[config.mk]
export PLATFORM = sky130hd
export DESIGN_NAME = hex_dec_text_line_parser
export DESIGN_NICKNAME = d
export VERILOG_FILES = /design/src/design/hdtlp_pkg.sv /design/src/design/hdtlp_front.sv /design/src/design/hdtlp_queue.sv /design/src/design/hdtlp_back.sv /design/src/design/hex_dec_text_line_parser.sv
export SDC_FILE = /design/constraint.sdc
export NUM_CORES = 1
export LEC_CHECK = 0
export BUFFER_PORTS_ARGS = -buffer_cell sky130_fd_sc_hd__buf_2
export CELL_PAD_IN_SITES_DETAIL_PLACEMENT = 0
export CELL_PAD_IN_SITES_GLOBAL_PLACEMENT = 1
export CORE_MARGIN = 5
export CORE_UTILIZATION = 50
export CTS_CLUSTER_SIZE = 24
export DETAILED_ROUTE_END_ITERATION = 6
export GPL_TIMING_DRIVEN = 0
export MAX_ROUTING_LAYER = met4
export PLACE_DENSITY_LB_ADDON = 0.1
export SLEW_MARGIN = 20
export SYNTH_ARGS = -nofsm -noshare
export SYNTH_HDL_FRONTEND = slang
export SYNTH_SLANG_ARGS = --single-unit
[constraint.sdc]
create_clock -name clk -period 21.2 [get_ports clk]
set_input_delay 3.18 -clock clk [delete_from_list [all_inputs] [get_ports clk]]
set_output_delay 3.18 -clock clk [all_outputs]
set_load 0.03 [all_outputs]
[src/design/hdtlp_pkg.sv]
`default_nettype none

package hdtlp_pkg;

  localparam int QUEUE_DEPTH = 4;
  localparam int QPTR_W = $clog2(QUEUE_DEPTH);
  localparam int QCNT_W = $clog2(QUEUE_DEPTH + 1);

  localparam int OUT_TDATA_W = 88;

  localparam logic [7:0] CH_HASH   = 8'h23;
  localparam logic [7:0] CH_SEMI   = 8'h3B;
  localparam logic [7:0] CH_SPACE  = 8'h20;
  localparam logic [7:0] CH_TAB    = 8'h09;
  localparam logic [7:0] CH_BSLASH = 8'h5C;
  localparam logic [7:0] CH_LOW_N  = 8'h6E;
  localparam logic [7:0] CH_NL     = 8'h0A;
  localparam logic [7:0] CH_NUL    = 8'h00;
  localparam logic [7:0] CH_DIG0   = 8'h30;
  localparam logic [7:0] CH_DIG9   = 8'h39;
  localparam logic [7:0] CH_UP_A   = 8'h41;
  localparam logic [7:0] CH_UP_F   = 8'h46;
  localparam logic [7:0] CH_LOW_A  = 8'h61;
  localparam logic [7:0] CH_LOW_F  = 8'h66;

  localparam logic [9:0] TEXT_CNT_MAX = 10'h3FF;

  typedef enum logic [2:0] {
    PH_START,
    PH_LEAD,
    PH_OFS,
    PH_WS1,
    PH_ID,
    PH_WS2,
    PH_TEXT,
    PH_DROP
  } phase_t;

  typedef enum logic [2:0] {
    ST_OK      = 3'd0,
    ST_SKIP    = 3'd1,
    ST_BADOFS  = 3'd2,
    ST_BADID   = 3'd3,
    ST_INVALID = 3'd4
  } status_t;

  typedef enum logic {
    KIND_TEXT   = 1'b0,
    KIND_RECORD = 1'b1
  } kind_t;

  // One queue entry carries every result of one input beat: an optional
  // leading text byte and a final result that always closes the beat.
  typedef struct packed {
    logic        lead_v;
    logic [7:0]  lead_byte;
    kind_t       kind;
    logic [7:0]  text_byte;
    logic [31:0] line_offset;
    logic [31:0] voice_number;
    logic [9:0]  text_length;
    status_t     status;
  } hdtlp_entry_t;

endpackage

`default_nettype wire

[src/design/hdtlp_front.sv]
`default_nettype none

module hdtlp_front #(
  parameter int MAX_LINE = 1024
) (
  input  logic                    clk,
  input  logic                    rst_n,
  input  logic                    in_tvalid,
  output logic                    in_tready,
  input  logic [7:0]              in_tdata,
  input  logic                    cfg_tvalid,
  output logic                    cfg_tready,
  input  logic [31:0]             cfg_tdata,
  input  logic                    q_full,
  output logic                    push,
  output hdtlp_pkg::hdtlp_entry_t push_entry
);
  import hdtlp_pkg::*;

  localparam int LB_W = $clog2(MAX_LINE);
  localparam logic [LB_W-1:0] LINE_LIM = LB_W'(MAX_LINE - 1);

  phase_t          phase_r, phase_nxt, p;
  status_t         line_status_r, line_status_nxt, st;
  logic [31:0]     offset_acc_r, offset_acc_nxt;
  logic [31:0]     id_acc_r, id_acc_nxt;
  logic [9:0]      text_count_r, text_count_nxt, rec_cnt;
  logic            bs_pend_r, bs_pend_nxt;
  logic [LB_W-1:0] line_bytes_r, line_bytes_nxt;
  logic [31:0]     inv_ofs_r;
  logic            acc, stop, is_ws, is_dig;
  logic [4:0]      hexv;
  logic [1:0]      n_emit;
  logic [7:0]      b0, b1, c;
  hdtlp_entry_t    ent;

  function automatic logic [4:0] hex_decode(input logic [7:0] ch);
    logic [4:0] r;
    r = '0;
    if (ch >= CH_DIG0 && ch <= CH_DIG9) begin
      r = {1'b1, 4'(ch - CH_DIG0)};
    end else if (ch >= CH_UP_A && ch <= CH_UP_F) begin
      r = {1'b1, 4'(ch - CH_UP_A + 8'd10)};
    end else if (ch >= CH_LOW_A && ch <= CH_LOW_F) begin
      r = {1'b1, 4'(ch - CH_LOW_A + 8'd10)};
    end
    return r;
  endfunction

  function automatic logic [9:0] sat_add(input logic [9:0] a, input logic [1:0] n);
    logic [10:0] s;
    s = {1'b0, a} + 11'(n);
    return s[10] ? TEXT_CNT_MAX : s[9:0];
  endfunction

  assign in_tready  = !q_full;
  assign cfg_tready = 1'b1;
  assign acc        = in_tvalid && in_tready;
  assign c          = in_tdata;
  assign is_ws      = (c == CH_SPACE) || (c == CH_TAB);
  assign is_dig     = (c >= CH_DIG0) && (c <= CH_DIG9);
  assign hexv       = hex_decode(c);

  always_comb begin
    phase_nxt       = phase_r;
    line_status_nxt = line_status_r;
    offset_acc_nxt  = offset_acc_r;
    id_acc_nxt      = id_acc_r;
    text_count_nxt  = text_count_r;
    bs_pend_nxt     = bs_pend_r;
    line_bytes_nxt  = line_bytes_r;
    p               = phase_r;
    st              = ST_OK;
    rec_cnt         = text_count_r;
    stop            = 1'b0;
    n_emit          = 2'd0;
    b0              = CH_NUL;
    b1              = CH_NUL;
    push            = 1'b0;
    ent             = '0;

    if (acc && c == CH_NUL) begin
      push = 1'b1;
      unique case (phase_r) inside
        PH_START:         st = ST_SKIP;
        PH_LEAD, PH_OFS:  st = ST_BADOFS;
        PH_WS1:           st = ST_BADID;
        PH_ID:            st = (offset_acc_r == inv_ofs_r) ? ST_INVALID : ST_OK;
        PH_WS2, PH_TEXT: begin
          st = ST_OK;
          if (bs_pend_r) begin
            ent.lead_v    = 1'b1;
            ent.lead_byte = CH_BSLASH;
            rec_cnt       = sat_add(text_count_r, 2'd1);
          end
        end
        default:          st = line_status_r;
      endcase
      ent.kind   = KIND_RECORD;
      ent.status = st;
      if (st == ST_OK || st == ST_INVALID) begin
        ent.line_offset  = offset_acc_r;
        ent.voice_number = id_acc_r;
      end
      if (st == ST_OK) begin
        ent.text_length = rec_cnt;
      end
      phase_nxt       = PH_START;
      line_status_nxt = ST_OK;
      offset_acc_nxt  = '0;
      id_acc_nxt      = '0;
      text_count_nxt  = '0;
      bs_pend_nxt     = 1'b0;
      line_bytes_nxt  = '0;
    end else if (acc && line_bytes_r < LINE_LIM) begin
      line_bytes_nxt = line_bytes_r + 1'b1;
      if (p == PH_START) begin
        if (c == CH_HASH || c == CH_SEMI) begin
          line_status_nxt = ST_SKIP;
          p               = PH_DROP;
          stop            = 1'b1;
        end else begin
          p = PH_LEAD;
        end
      end
      if (!stop && p == PH_LEAD) begin
        if (is_ws) begin
          stop = 1'b1;
        end else begin
          p = PH_OFS;
        end
      end
      if (!stop && p == PH_OFS) begin
        stop = 1'b1;
        if (is_ws) begin
          p = PH_WS1;
        end else if (hexv[4]) begin
          offset_acc_nxt = {offset_acc_r[27:0], hexv[3:0]};
        end else begin
          line_status_nxt = ST_BADOFS;
          p               = PH_DROP;
        end
      end
      if (!stop && p == PH_WS1) begin
        if (is_ws) begin
          stop = 1'b1;
        end else begin
          p = PH_ID;
        end
      end
      if (!stop && p == PH_ID) begin
        stop = 1'b1;
        if (is_ws) begin
          if (offset_acc_r == inv_ofs_r) begin
            line_status_nxt = ST_INVALID;
            p               = PH_DROP;
          end else begin
            p = PH_WS2;
          end
        end else if (is_dig) begin
          id_acc_nxt = (id_acc_r << 3) + (id_acc_r << 1) + 32'(c - CH_DIG0);
        end else begin
          line_status_nxt = ST_BADID;
          p               = PH_DROP;
        end
      end
      if (!stop && p == PH_WS2) begin
        if (is_ws) begin
          stop = 1'b1;
        end else begin
          p = PH_TEXT;
        end
      end
      if (!stop && p == PH_TEXT) begin
        if (bs_pend_r) begin
          bs_pend_nxt = 1'b0;
          if (c == CH_LOW_N) begin
            b0     = CH_NL;
            n_emit = 2'd1;
          end else if (c == CH_BSLASH) begin
            b0          = CH_BSLASH;
            n_emit      = 2'd1;
            bs_pend_nxt = 1'b1;
          end else begin
            b0     = CH_BSLASH;
            b1     = c;
            n_emit = 2'd2;
          end
        end else if (c == CH_BSLASH) begin
          bs_pend_nxt = 1'b1;
        end else begin
          b0     = c;
          n_emit = 2'd1;
        end
      end
      phase_nxt      = p;
      text_count_nxt = sat_add(text_count_r, n_emit);
      ent.kind       = KIND_TEXT;
      if (n_emit == 2'd2) begin
        push          = 1'b1;
        ent.lead_v    = 1'b1;
        ent.lead_byte = b0;
        ent.text_byte = b1;
      end else if (n_emit == 2'd1) begin
        push          = 1'b1;
        ent.text_byte = b0;
      end
    end
  end

  assign push_entry = ent;

  always_ff @(posedge clk) begin
    if (!rst_n) begin
      phase_r       <= PH_START;
      line_status_r <= ST_OK;
      offset_acc_r  <= '0;
      id_acc_r      <= '0;
      text_count_r  <= '0;
      bs_pend_r     <= 1'b0;
      line_bytes_r  <= '0;
      inv_ofs_r     <= '0;
    end else begin
      phase_r       <= phase_nxt;
      line_status_r <= line_status_nxt;
      offset_acc_r  <= offset_acc_nxt;
      id_acc_r      <= id_acc_nxt;
      text_count_r  <= text_count_nxt;
      bs_pend_r     <= bs_pend_nxt;
      line_bytes_r  <= line_bytes_nxt;
      if (cfg_tvalid && cfg_tready) begin
        inv_ofs_r <= cfg_tdata;
      end
    end
  end

  // A beat that ends a line always produces its record.
  a_eol_push: assert property (@(posedge clk) disable iff (!rst_n)
    (acc && c == CH_NUL) |-> (push && push_entry.kind == KIND_RECORD))
    else $error("end of line did not produce a record");

endmodule

`default_nettype wire

[src/design/hdtlp_queue.sv]
`default_nettype none

module hdtlp_queue (
  input  logic                    clk,
  input  logic                    rst_n,
  input  logic                    push,
  input  hdtlp_pkg::hdtlp_entry_t push_entry,
  output logic                    full,
  input  logic                    pop,
  output logic                    empty,
  output hdtlp_pkg::hdtlp_entry_t head
);
  import hdtlp_pkg::*;

  hdtlp_entry_t      slot_r [QUEUE_DEPTH];
  logic [QPTR_W-1:0] wr_ptr_r, wr_ptr_nxt, rd_ptr_r, rd_ptr_nxt;
  logic [QCNT_W-1:0] count_r, count_nxt;
  logic              do_push, do_pop;

  assign full    = (count_r == QCNT_W'(QUEUE_DEPTH));
  assign empty   = (count_r == '0);
  assign head    = slot_r[rd_ptr_r];
  assign do_push = push && !full;
  assign do_pop  = pop && !empty;

  always_comb begin
    wr_ptr_nxt = do_push ? wr_ptr_r + 1'b1 : wr_ptr_r;
    rd_ptr_nxt = do_pop ? rd_ptr_r + 1'b1 : rd_ptr_r;
    count_nxt  = count_r;
    if (do_push && !do_pop) begin
      count_nxt = count_r + 1'b1;
    end else if (do_pop && !do_push) begin
      count_nxt = count_r - 1'b1;
    end
  end

  always_ff @(posedge clk) begin
    if (do_push) begin
      slot_r[wr_ptr_r] <= push_entry;
    end
  end

  always_ff @(posedge clk) begin
    if (!rst_n) begin
      wr_ptr_r <= '0;
      rd_ptr_r <= '0;
      count_r  <= '0;
    end else begin
      wr_ptr_r <= wr_ptr_nxt;
      rd_ptr_r <= rd_ptr_nxt;
      count_r  <= count_nxt;
    end
  end

  a_no_overflow: assert property (@(posedge clk) disable iff (!rst_n)
    full |-> !push)
    else $error("push into a full queue");

  a_count_range: assert property (@(posedge clk) disable iff (!rst_n)
    count_r <= QCNT_W'(QUEUE_DEPTH))
    else $error("queue count out of range");

endmodule

`default_nettype wire

[src/design/hdtlp_back.sv]
`default_nettype none

module hdtlp_back (
  input  logic                           clk,
  input  logic                           rst_n,
  input  logic                           q_empty,
  input  hdtlp_pkg::hdtlp_entry_t        head,
  output logic                           pop,
  output logic                           out_tvalid,
  input  logic                           out_tready,
  output logic [hdtlp_pkg::OUT_TDATA_W-1:0] out_tdata,
  output logic                           out_tuser,
  output logic                           out_tlast
);
  import hdtlp_pkg::*;

  logic                   out_valid_r, out_valid_nxt;
  logic [OUT_TDATA_W-1:0] out_data_r, out_data_nxt;
  logic                   out_user_r, out_user_nxt;
  logic                   out_last_r, out_last_nxt;
  logic                   lead_done_r, lead_done_nxt;
  logic                   load_ok;

  assign load_ok = !out_valid_r || out_tready;

  always_comb begin
    out_valid_nxt = out_valid_r;
    out_data_nxt  = out_data_r;
    out_user_nxt  = out_user_r;
    out_last_nxt  = out_last_r;
    lead_done_nxt = lead_done_r;
    pop           = 1'b0;
    if (load_ok) begin
      out_valid_nxt = !q_empty;
      if (!q_empty) begin
        if (head.lead_v && !lead_done_r) begin
          out_data_nxt  = {(OUT_TDATA_W - 8)'(0), head.lead_byte};
          out_user_nxt  = KIND_TEXT;
          out_last_nxt  = 1'b0;
          lead_done_nxt = 1'b1;
        end else begin
          out_data_nxt  = {3'b000, head.status, head.text_length, head.voice_number,
                           head.line_offset, head.text_byte};
          out_user_nxt  = head.kind;
          out_last_nxt  = 1'b1;
          lead_done_nxt = 1'b0;
          pop           = 1'b1;
        end
      end
    end
  end

  always_ff @(posedge clk) begin
    out_data_r <= out_data_nxt;
    out_user_r <= out_user_nxt;
    out_last_r <= out_last_nxt;
  end

  always_ff @(posedge clk) begin
    if (!rst_n) begin
      out_valid_r <= 1'b0;
      lead_done_r <= 1'b0;
    end else begin
      out_valid_r <= out_valid_nxt;
      lead_done_r <= lead_done_nxt;
    end
  end

  assign out_tvalid = out_valid_r;
  assign out_tdata  = out_data_r;
  assign out_tuser  = out_user_r;
  assign out_tlast  = out_last_r;

  a_pop_loads_final: assert property (@(posedge clk) disable iff (!rst_n)
    pop |=> (out_tvalid && out_tlast))
    else $error("retired entry did not load its final beat");

  a_lead_tracked: assert property (@(posedge clk) disable iff (!rst_n)
    (out_tvalid && !out_tlast) |-> lead_done_r)
    else $error("leading beat shown without its entry held");

endmodule

`default_nettype wire

[src/design/hex_dec_text_line_parser.sv]
// Table-line text parser. Bytes of a table file enter on the in_ channel,
// one per beat, and a zero byte ends each line. Each line yields the
// translated text bytes of an accepted line (out_tuser low) and then one
// end-of-line record (out_tuser high) with offset, id, text length and
// status. out_tlast marks the final result caused by one input beat.
// The cfg_ channel writes the invalid offset and is always ready; it is
// to be written only while the block is idle, a rule left to the user.
// An input beat is parsed in the cycle it is accepted; its results pass
// through the queue into the output register. One byte is taken every
// cycle unless the queue is full; a byte with two results yields two
// output beats. A four-entry queue between the parser and the output
// register absorbs bursts and output stalls; in_tready drops only while
// that queue is full. Reset puts the parser at the start of a line, clears
// the invalid offset to zero and empties the queue and output register.
`default_nettype none

module hex_dec_text_line_parser #(
  parameter int MAX_LINE = 1024
) (
  input  logic        clk,
  input  logic        rst_n,
  input  logic        in_tvalid,
  output logic        in_tready,
  input  logic [7:0]  in_tdata,   // char_in
  input  logic        cfg_tvalid,
  output logic        cfg_tready,
  input  logic [31:0] cfg_tdata,  // drop offset
  output logic        out_tvalid,
  input  logic        out_tready,
  // text_byte [7:0], line_offset [39:8], voice_number [71:40],
  // text_length [81:72], status [84:82], zero fill [87:85]
  output logic [hdtlp_pkg::OUT_TDATA_W-1:0] out_tdata,
  output logic        out_tuser,  // kind
  output logic        out_tlast   // last
);
  import hdtlp_pkg::*;

  hdtlp_entry_t push_entry, head;
  logic         push, q_full, q_empty, pop;

  hdtlp_front #(
    .MAX_LINE (MAX_LINE)
  ) u_front (
    .clk        (clk),
    .rst_n      (rst_n),
    .in_tvalid  (in_tvalid),
    .in_tready  (in_tready),
    .in_tdata   (in_tdata),
    .cfg_tvalid (cfg_tvalid),
    .cfg_tready (cfg_tready),
    .cfg_tdata  (cfg_tdata),
    .q_full     (q_full),
    .push       (push),
    .push_entry (push_entry)
  );

  hdtlp_queue u_queue (
    .clk        (clk),
    .rst_n      (rst_n),
    .push       (push),
    .push_entry (push_entry),
    .full       (q_full),
    .pop        (pop),
    .empty      (q_empty),
    .head       (head)
  );

  hdtlp_back u_back (
    .clk        (clk),
    .rst_n      (rst_n),
    .q_empty    (q_empty),
    .head       (head),
    .pop        (pop),
    .out_tvalid (out_tvalid),
    .out_tready (out_tready),
    .out_tdata  (out_tdata),
    .out_tuser  (out_tuser),
    .out_tlast  (out_tlast)
  );

endmodule

`default_nettype wire
# Word level (Yosys, flattened, before mapping)
# Memory sizes are Yosys's and may differ from the RTL's. A register that Yosys moved wholly into a read port is not among the register bits.
# Index checks and enable logic that the tools add are counted.
# classes
n_addsub	15
order_cmp	7
n_eq_ne	23
mux	111
bitwise	3
n_reduce_logical	45
# op_table
op	count
$mux W3	39
$mux W8	10
$mux W77	1
$add A32 B32 Y32	2
$mux W64	1
$mux W10	6
$mux W1	36
$eq A32 B32 Y1	1
$mux W9	3
$eq A3 B3 Y1 const B	8
$eq A8 B6 Y1 const B	3
$mux W18	1
$mux W2	9
$logic_and A1 B1 Y1	17
$eq A8 B7 Y1 const B	2
$ge A8 B7 Y1 const B	2
$le A8 B7 Y1 const B	2
$mux W5	3
$pmux W3 S5	1
$eq A3 B2 Y1 const B	4
$logic_not A1 Y1	12
$sub A4 B1 Y4 const B	3
$add A10 B1 Y11 const B	1
$add A10 B2 Y11	1
22 further kinds	36
# totals
reg_bits	222
ramBits	380
inputBits	45
out_inout_bits	93
word_cells	222
n_memories	1
# memory_table
memory	words	word_bits	read_ports	rd_ports_with_merged_regs	write_ports	line	source
u_queue.slot_r	4	95	1	1	1	hdtlp_queue.sv:15	hdtlp_entry_t slot_r [QUEUE_DEPTH];

# Longest topological paths before layout
# Gate-level depths: netlist (run 1).
# logic_depth
ltp_word	46
depth_mapped	17
depth_no_buf	17

# Hierarchy
# A second synthesis (run 1) with hierarchy kept.
# hier_totals
hier_cells	1795
area_unflattened_um2	26364.0
# modules_own_cells
module	instances	cells_per_inst	area_per_inst_um2	seq_area_each_um2
hdtlp_queue	1	545	14223.6	11591.1
hdtlp_front	1	1052	8772.2	2462.4
hdtlp_back	1	198	3368.2	2652.5

# Worst setup path before layout (run 1)
# OpenSTA, ideal clock, no wires.
# synth_path
path_kind	input to register
startpoint	input port in_tdata[4]
endpoint	register u_front.id_acc_r[28]
setup_ns	0.132
arrival_time_ns	9.562
required_time_ns	21.068
setup_slack_ns	11.505
path_stages	12
path_buffers	0
path_cell_list	ha_1 -> nor3_1 -> fa_1 -> ha_1 -> a21o_1 -> a211oi_1 -> o21ai_1 -> a2111oi_0 -> nor2_1 -> xor2_1 -> nand2_1 -> a21oi_1
# synth_between
elab_chain_len	24
word_cells_on_any_way	69
cone_classes	add/sub: 2; order compare: 6; eq/ne: 8; mux: 35; bitwise: 1; reduce/logical: 17
# synth_rtl
item	line	source
start, declared	hex_dec_text_line_parser.sv:24	input logic [7:0] in_tdata,
$eq A8 B6 Y1	hdtlp_front.sv:118	if (c == CH_HASH || c == CH_SEMI) begin
$logic_or A1 B1 Y1	hdtlp_front.sv:118	
$mux W3 or $mux W1 (tied branches)	hdtlp_front.sv:118	
$mux W3 or $mux W1 (tied branches)	hdtlp_front.sv:117	if (p == PH_START) begin
$mux W3 or $mux W1 (tied branches)	hdtlp_front.sv:115	end else if (acc && line_bytes_r < LINE_LIM) begin
$mux W3 or $mux W1 (tied branches)	hdtlp_front.sv:82	if (acc && c == CH_NUL) begin
$eq A3 B1 Y1 or $logic_not A1 Y1 (tied branches)	hdtlp_front.sv:126	if (!stop && p == PH_LEAD) begin
$logic_and A1 B1 Y1	hdtlp_front.sv:126	
(+8 left out)	n/a	
$eq A3 B2 Y1 or $logic_not A1 Y1 (tied branches)	hdtlp_front.sv:144	if (!stop && p == PH_WS1) begin
$logic_and A1 B1 Y1	hdtlp_front.sv:144	
$mux W3 or $mux W1 (tied branches)	hdtlp_front.sv:144	
$mux W3 or $mux W1 (tied branches)	hdtlp_front.sv:115	
$mux W3 or $mux W1 (tied branches)	hdtlp_front.sv:82	
$eq A3 B3 Y1 or $logic_not A1 Y1 (tied branches)	hdtlp_front.sv:151	if (!stop && p == PH_ID) begin
$logic_and A1 B1 Y1	hdtlp_front.sv:151	
$reduce_and A4 Y1 (no source line)	n/a	
end signal, assigned	hdtlp_front.sv:227	id_acc_r <= id_acc_nxt;
end, declared	hdtlp_front.sv:26	logic [31:0] id_acc_r, id_acc_nxt;
# Several ways; a longest one is shown, not always the timed one. The select of a mux whose other input is x is not followed.
# A chain may end at the register's enable or synchronous reset.

# Worst setup path in the final report (run 1)
# layout_path
startpoint	input port in_tdata[4]
endpoint	register u_front.id_acc_r[29]
# Same word-level chain as after synthesis.

==> flow_metrics.tcl, run 1 <==
set metrics [dict create \
    cp-end-kind "register" \
    final_hold_viol_count 0 \
    hold_path_end "u_front.id_acc_r[31]$_SDFFE_PP0P_" \
    post-synth-top-count-cell "edfxtp_1" \
    synth_area_leaders "edfxtp_1 53%, dfxtp_1 10%, mux4_2 8.1%" \
    fillers 4175 \
    clockBufferDepth 3 \
    clockRootBuffer "clkbuf_16" \
    pin_count 138 \
    r2r_end "u_queue.count_r[2]$_SDFFE_PN0P_" \
    globalplace.congestion 0.854 \
    synth_top_family_by_area "multiplexers" \
    final_cells 2740 \
    avgViaCountPerCell 5.50 \
    gr-max-usage-layer "met2" \
    worstPathCellList "buf_2, ha_1, nor3_2, buf_4, buf_4, buf_4, fa_1, ha_1, and3_1, a41oi_1, a21bo_2, a22oi_2, a21oi_2, a31oi_1, mux2i_1, nand2_1" \
    synth-adder-area-share 0.0479 \
    dp_cells 2621 \
    critPathMaxFanout 9 \
    min_delay_path_depth 2 \
    fin_skew_ns 0.0226 \
    drt_wl_total_um 58500 \
    slowest_delay_ns 0.56 \
    fin_crit_sh 0.333 \
    yosysTopAreaCellShare 0.533 \
    cts_tree "done" \
    drtIter0Drc 961 \
    ant_nets 0 \
    vias 15065 \
    post_cts_resized 0 \
    insertion_delay_ns 0.62 \
    hold_buffers 0 \
    max-vdd-ir-drop_mv 0.0674 \
    max_cap_violations 0 \
    worstSetupStartpointType "input port" \
    setup_slack_ns 14.14 \
    yosys.area.top_type "edfxtp_1" \
    wl_per_cell_um 21.3 \
    die_area_um2 57300 \
    cts_sinks 601 \
    synthTopCellsByCount "467 x edfxtp_1, 160 x and2_1, 134 x dfxtp_1, 95 x mux4_2, 95 x nand2_1" \
    hp-start "u_front.id_acc_r[31]$_SDFFE_PP0P_" \
    grt_pass1_wl_um 91000 \
    whs_ns 0.461 \
    place_ws_ns 13.55 \
    place_area_um2 28200 \
    htree_num_levels 2 \
    tightest_slew_ns 0.951 \
    synth_enable_flop_cells 467 \
    min_period_ns 7.06 \
    multi_input_area_um2 9070 \
    dp_hpwl_um 41100 \
    maxSlewHeadroom 0.366 \
    syn_inst 1785 \
    synth_area_um2 26300 \
    setup_violations 0 \
    ys_types 80 \
    met1_usage 0.295 \
    arrival_ns 7.55 \
    syn_area_per_cell_um2 14.7 \
    cts-buffers-inserted 61 \
    seq_area_frac_synth 0.635 \
    clk_pin_slew_ns 0.06 \
    postCtsSetupBuffers 0 \
    final_area_um2 30300 \
    core_um2 52300 \
    port_buffers 130 \
    grt_overflow 0 \
    synth-xor-area-share 0.0280 \
    critPathSlowestCell "nor3_2" \
    finalSetupTns_ns 0 \
    fmax_mhz 142 \
    fp-row-count 84 \
    crit_required_ns 21.69 \
    r2r-start "u_front.phase_r[2]$_SDFFE_PP0P_" \
    met2_usage 0.334 \
    register_area_um2 16700 \
    grt_usage 0.212 \
    antenna_found_initial 7 \
    grt_start_max_net_pins 44 \
    ys.flop_type "edfxtp_1" \
    synth-seq-cells 601 \
    synth-async-reset-ratio 0 \
    r2r_slack_ns 17.06 \
    hold_class "reg2reg" \
    r2r_cells 13 \
    synth_mux_area_frac 0.111 \
    synth-compound-area-share 0.0518 \
    drc 0 \
    nets 2123 \
    crit_path_frequent_cell "buf_4" \
    leakage_uw 0.0114 \
    grt_pass1_vias 15429 \
    rsz0062_at_grt "false" \
    power.density_nw_per_um2 103 \
    synth_simple_gate_area_frac 0.105 \
    final_layout_size_suffix_gt1_frac 0.197 \
    initial_core_util 0.502 \
    areaGrowthSynthToFinish_pct 15.1 \
    grtUsageMet3 0.0373 \
    die_h_um 239 \
    die_x_um 239 \
    yosysWarnings 0 \
    first_pass_iters 5 \
    outcome "complete, no violations" \
    slew_violations 0 \
    setup.worst_path.class "in2reg" \
]
[cell families (layout without fill, tap and decap cells)]
group	Yosys count	after routing
compound gates	208	208
xor+xnor	84	84
fa+ha+maj	82	82
buf+inv	123	382
flops	601	601
mux	172	172
other cells	2	10
simple gates	513	513
[cell usage in the layout, fill, tap and decap left out, types with 44 or more instances in the layout]
master	instances
ha_1	51
mux2i_1	69
nor2_1	89
nor2b_1	44
dfxtp_1	134
and2_1	156
nand2_1	95
clkbuf_16	63
xor2_1	58
clkbuf_1	59
mux4_2	95
a21oi_1	76
buf_2	142
edfxtp_1	467
[how the worst max path moves through the flow]
stage / startpoint / endpoint / slack [ns] / cells after the start
2_1_floorplan: in_tdata[4] / u_front.id_acc_r[28]$_SDFFE_PP0P_ / 11.51 / 12
3_3_place_gp: out_tready / u_queue.count_r[2]$_SDFFE_PN0P_ / 8.47 / 10
3_5_place_dp: in_tdata[0] / u_queue.count_r[2]$_SDFFE_PN0P_ / 13.55 / 18
4_1_cts: in_tdata[4] / u_front.id_acc_r[29]$_SDFFE_PP0P_ / 14.18 / 16
5_1_grt: in_tdata[0] / u_queue.count_r[2]$_SDFFE_PN0P_ / 13.82 / 18
6_report: in_tdata[4] / u_front.id_acc_r[29]$_SDFFE_PP0P_ / 14.14 / 16
[where the power goes]
group	switching, µW	internal [µW]	total [µW]
clock	445	643	1090
combinational	397	225	623
sequential	32.4	1390	1420
[area by class of cell]
class	instances	share of cell area
diodes	6	0.000496
plain buffers	88	0.0140
clock buffers	79	0.0554
clock inverters	34	0.0126
inverters	35	0.00434
multi-input cells	1063	0.300
flip-flops and latches	601	0.552
well taps	688	0.0284
repair buffers	146	0.0334
[per-layer routing]
layer | vias to the layer above | part of all wire
li1 | 7104 | -
met1 | 7559 | 0.45
met2 | 325 | 0.48
met3 | 77 | 0.050
met4 | 0 | 0.018
met5 | - | 0
[per-stage QoR]
| step | total power [µW] | util |
|---|---|---|
| after global placement | 2070 | 0.531 |
| after CTS | 3170 | 0.578 |
| after detailed placement | 2080 | 0.539 |
| after floorplan | 1880 | - |
| after global routing | 3270 | 0.578 |
| final | 3130 | 0.578 |
[worst max-delay path: cells and delay by family]
kind,cells,cell delay [ns]
AND/OR/NAND/NOR,3,0.90
adder cells (fa/ha/maj),3,1.15
buffers and inverters,4,0.91
AO/OA/AOI/OAI,5,1.12
multiplexers,1,0.28
[sequential cells by signal, indices dropped and copies added, names as in the netlist, 2 cells and up, named ones only]
name and flops:
u_front.line_status_r 3, u_queue.slot_r 380, u_front.inv_ofs_r 32, u_front.id_acc_r 32, u_queue.count_r 3, u_front.text_count_r 10, u_queue.wr_ptr_r 2, u_back.out_tdata 85
u_queue.rd_ptr_r 2, u_front.offset_acc_r 32, u_front.line_bytes_r 10, u_front.phase_r 3
No activity file was read; power rests on OpenSTA's default activity.
==> inputs of run 2 (changes only) <==
==> constraint.sdc (replaced) <==
create_clock -name clk -period 6.7 [get_ports clk]
set_input_delay 1.005 -clock clk [delete_from_list [all_inputs] [get_ports clk]]
set_output_delay 1.005 -clock clk [all_outputs]
set_load 0.03 [all_outputs]
==> run 2 against run 1 <==
Global-route usage fell by 0.16 points. Die area unchanged. Cell area decreased by 0.41%. Register-to-register slack got worse by 15 ns. Critical endpoint is now u_queue.count_r[2]$_SDFFE_PN0P_. Sequential share of layout area increased by 0.23 points. Clock-buffer cell count rose by 1. Via count hardly changed. Non-clock buffer count down 2. First-iteration DRC count fell by 14%. Wire length is 0.19% higher.
==> flow_metrics.tcl, run 2 (synthesis results as in run 1) <==
set metrics [dict create \
    outcome "complete, no violations" \
    max_cap_violations 0 \
    antenna_found_initial 4 \
    rsz0062_at_grt "false" \
    fin_util 0.576 \
    ant_nets 0 \
    min_period_ns 4.78 \
    setup.worst_path.class "in2reg" \
    setup_slack_ns 1.92 \
    fmax_mhz 209 \
    die_h_um 239 \
    drtIter0Drc 829 \
    first_pass_iters 5 \
    grt_overflow 0 \
    fin_skew_ns 0.0262 \
    cts-buffers-inserted 61 \
    finalSetupTns_ns 0 \
    grt_pass1_wl_um 90600 \
    vias 15069 \
    crit_required_ns 7.26 \
    met2_length_um 28200 \
    die_area_um2 57300 \
    final_cell_mix "467 x edfxtp_1, 156 x and2_1, 141 x buf_2" \
    place_ws_ns 1.29 \
    fp-row-count 84 \
    dr.max_layer_used "met4" \
    setup_violations 0 \
    dr_wl_met3_um 2530 \
    clk_pin_slew_ns 0.06 \
    max-vdd-ir-drop_mv 0.225 \
    final_common_cell "edfxtp_1" \
    hold_class "reg2reg" \
    arrival_ns 5.34 \
    insertion_delay_ns 0.63 \
    clockRootBuffer "clkbuf_16" \
    final_layout_size_suffix_gt1_frac 0.194 \
    min_delay_path_depth 2 \
    avgViaCountPerCell 5.50 \
    grt_pass1_vias 15257 \
    die_x_um 239 \
    slew_violations 0 \
    dp_hpwl_um 41300 \
    port_buffers 130 \
    areaGrowthSynthToFinish_pct 14.7 \
    worstSetupStartpointType "input port" \
    maxSlewHeadroom 0.328 \
    r2r_slack_ns 2.48 \
    grt_usage 0.210 \
    post_cts_resized 0 \
    initial_core_util 0.502 \
    cts_tree "done" \
    power.density_nw_per_um2 323 \
    final_hold_viol_count 0 \
    nets 2121 \
    drt_wl_total_um 58600 \
    r2r_cells 13 \
    register_area_um2 16700 \
    largest_reg_flops 380 \
    core_um2 52300 \
    wl_per_cell_um 21.4 \
    drc 0 \
    fillers 4174 \
    htree_num_levels 2 \
    largest-register "u_queue.slot_r" \
    postCtsSetupBuffers 0 \
    hold_buffers 0 \
    multi_input_area_um2 9080 \
    globalplace.congestion 0.866 \
    leakage_uw 0.0113 \
    critPathMaxFanout 9 \
    grt_start_max_net_pins 45 \
    wl_met1_um 26800 \
    cts_sinks 601 \
    tightest_slew_ns 1.01 \
    clockBufferDepth 3 \
    cp-end-kind "register" \
    pin_count 138 \
    fin_crit_sh 0.714 \
]
## run 2: through the flow
step	hold WS, ns	cells	cell area (µm²)	power (µW)
floorplan	0.427	1787	26300	5920
global placement	0.445	2605	27800	6510
detailed placement	0.442	2619	28200	6600
CTS	0.457	2734	30100	9880
global route	0.485	2738	30200	10200
finish	0.453	2739	30200	9740
## run 2: path summary, 6_finish.rpt
kind | from | endpoint
hold reg to reg | u_front.id_acc_r[31]$_SDFFE_PP0P_ | u_front.id_acc_r[31]$_SDFFE_PP0P_
setup reg to reg | u_front.phase_r[2]$_SDFFE_PP0P_ | u_queue.count_r[2]$_SDFFE_PN0P_
setup / recovery | in_tdata[0] | u_queue.count_r[2]$_SDFFE_PN0P_
hold / removal | u_front.id_acc_r[31]$_SDFFE_PP0P_ | u_front.id_acc_r[31]$_SDFFE_PP0P_
## run 2: metal layers
layer | vias up | global-route usage
met5 | - | -
met4 | 0 | 0.0458
met3 | 90 | 0.0345
met2 | 283 | 0.332
met1 | 7617 | 0.293
li1 | 7079 | -
## run 2: final cells by class
type	instances	share of cell area
antenna	5	0.000415
buffer	88	0.0140
clock buffer	80	0.0554
clock inverter	35	0.00917
inverter	35	0.00436
multi-input combinational	1063	0.301
sequential	601	0.554
tap	688	0.0285
timing repair buffer	144	0.0330
## run 2: power breakdown
part	internal (µW)	switching, µW	total [µW]
registers	4400	99.4	4500
logic	712	1260	1980
clock network	1870	1400	3270
total	6980	2770	9740
## run 2: worst max-delay path: stages
cell and delay (ns):
buf_2 0.16, inv_1 0.13, ha_1 0.30, nand3b_1 0.19, a21oi_4 0.11, o21ai_0 0.21
nand2_1 0.19, nor2_1 0.50, inv_1 0.10, ha_1 0.28, nand2b_1 0.13, o21ai_1 0.65
ha_1 0.32, inv_1 0.06, fa_1 0.37, xor2_1 0.16, or3_1 0.30, a21boi_0 0.16
==> inputs of run 3 (changes only) <==
==> constraint.sdc (replaced) <==
create_clock -name clk -period 4.5 [get_ports clk]
set_input_delay 0.675 -clock clk [delete_from_list [all_inputs] [get_ports clk]]
set_output_delay 0.675 -clock clk [all_outputs]
set_load 0.03 [all_outputs]
==> run 3 against run 2 <==
Clock-buffer cell count up 11. Flip-flop and latch count unchanged. Hold slack worse by 0.14 ns. Via count up 0.23%. Global-route usage up 0.35 points. First-iteration DRC count up 38%. Critical endpoint is now u_queue.slot_r[0][75]$_DFFE_PP_.
==> flow_metrics.tcl, run 3 (synthesis results as in run 1) <==
set metrics [dict create \
    drtIter0Drc 1147 \
    r2r_cells 10 \
    final_hold_viol_count 0 \
    pin_count 138 \
    clock_power_share 0.341 \
    post_cts_resized 1 \
    leakage_uw 0.0113 \
    areaGrowthSynthToFinish_pct 15.2 \
    die_area_um2 57300 \
    rsz0062_at_grt "false" \
    critPathMaxFanout 39 \
    vias 15104 \
    finalSetupTns_ns 0 \
    final_layout_size_suffix_gt1_frac 0.200 \
    max-vdd-ir-drop_mv 0.351 \
    antenna_found_initial 6 \
    dp_hpwl_um 41700 \
    nets 2121 \
    final_cell_mix "467 x edfxtp_1, 156 x and2_1, 142 x buf_2" \
    swShare 0.281 \
    grt_overflow 0 \
    slew_violations 0 \
    clk_pin_slew_ns 0.06 \
    worstSetupStartpointType "input port" \
    fmax_mhz 240 \
    max_cap_violations 0 \
    crit_family "simple AND/OR/NAND/NOR gates" \
    critPathSlowestCell "and2_4" \
    tightest_slew_ns 1.02 \
    htree_num_levels 2 \
    min_period_ns 4.16 \
    first_pass_iters 5 \
    fp-row-count 84 \
    fin_crit_sh 0.925 \
    setup_slack_ns 0.337 \
    hold_buffers 0 \
    ant_nets 0 \
    drt_wl_total_um 59400 \
    p_switching_uw 4120 \
    slowest_delay_ns 0.50 \
    globalplace.congestion 0.855 \
    cts-buffers-inserted 61 \
    grt_start_max_net_pins 47 \
    grt_usage 0.214 \
    clockBufferDepth 3 \
    wl_per_cell_um 21.7 \
    hold_class "in2reg" \
    p_seq_frac 0.458 \
    setup_violations 0 \
    crit_required_ns 4.79 \
    die_h_um 239 \
    maxSlewHeadroom 0.322 \
    die_x_um 239 \
    setup.worst_path.class "in2reg" \
    cp_num_buf_inv 5 \
    power.density_nw_per_um2 483 \
    core_um2 52300 \
    cts_tree "done" \
    insertion_delay_ns 0.62 \
    largest_reg_flops 380 \
    clockRootBuffer "clkbuf_16" \
    arrival_ns 4.45 \
    worstPathCellList "buf_2, inv_1, ha_1, nand3b_1, a21oi_4, o21ai_0, nand2_1, nor2_2, inv_1, ha_1, nand2b_1, o21ai_2, and2_4, buf_16, buf_16" \
    grt_pass1_wl_um 91200 \
    postCtsSetupBuffers 0 \
    comb_power_share 0.201 \
    cp-end-kind "register" \
    outcome "complete, no violations" \
    port_buffers 130 \
    cts_sinks 601 \
    avgViaCountPerCell 5.51 \
    largest-register "u_queue.slot_r" \
    drc 0 \
    p_int_uw 10500 \
    fin_skew_ns 0.0231 \
    grt_pass1_vias 15231 \
    min_delay_path_depth 3 \
    final_common_cell "edfxtp_1" \
    place_ws_ns -0.755 \
    initial_core_util 0.502 \
    cp.depth 15 \
]
==> run 3: cell count changes in the layout (fill, tap and decap cells not counted), sizes merged <==
| cell | previous run | this run |
|---|---|---|
| clkinvlp | 3 | 1 |
| clkbuf | 132 | 143 |
| inv | 36 | 37 |
| clkinv | 28 | 18 |
==> run 3: path summary, 6_finish.rpt <==
path	slack [ns]	endpoint	start
worst min register to register	0.46	u_front.id_acc_r[31]$_SDFFE_PP0P_	u_front.id_acc_r[31]$_SDFFE_PP0P_
worst max-delay path	0.34	u_queue.slot_r[0][75]$_DFFE_PP_	in_tdata[0]
worst min-delay path	0.31	u_front.inv_ofs_r[12]$_SDFFE_PN0P_	cfg_tdata[12]
worst max register to register	0.65	u_queue.slot_r[0][75]$_DFFE_PP_	u_front.phase_r[2]$_SDFFE_PP0P_
==> run 3: cell type report <==
cell class              count  area, µm²
diodes                      5       12.5
plain buffers              88        423
clock buffers              91       1780
clock inverters            24        228
fillers                  4100      22100
inverters                  35        131
multi-input cells        1063       9150
flip-flops and latches    601      16700
well taps                 688        861
repair buffers            144        996
==> run 3: per-stage QoR <==
step / area (µm²) / utilization / std cells / total power, µW / hold WS, ns
2_1_floorplan: 26400 / - / 1787 / 8800 / 0.432
3_3_place_gp: 27900 / 0.533 / 2605 / 9650 / 0.448
3_5_place_dp: 28300 / 0.540 / 2619 / 9830 / 0.451
4_1_cts: 30300 / 0.578 / 2734 / 14800 / 0.279
5_1_grt: 30300 / 0.579 / 2739 / 15300 / 0.294
6_report: 30300 / 0.579 / 2739 / 14600 / 0.313
==> run 3: metal layers <==
layer / track usage / wire length (µm)
met3: 0.0362 / 3130
met5: - / 0
met1: 0.297 / 26800
met4: 0.0441 / 955
met2: 0.338 / 28500
==> run 3: power groups by stage <==
stage	registers (µW)	logic, µW	clock network [µW]
after floorplan	7500	1300	0
after global routing	6740	3170	5350
after global placement	6860	2800	0
after CTS	6710	3010	5110
final	6700	2940	4990
after detailed placement	6820	3010	0
==> run 3: tightest hold or removal path, cell delays in order <==
cell	delay (ns)
buf_2	0.08
mux2i_1	0.05
nor2b_1	0.09
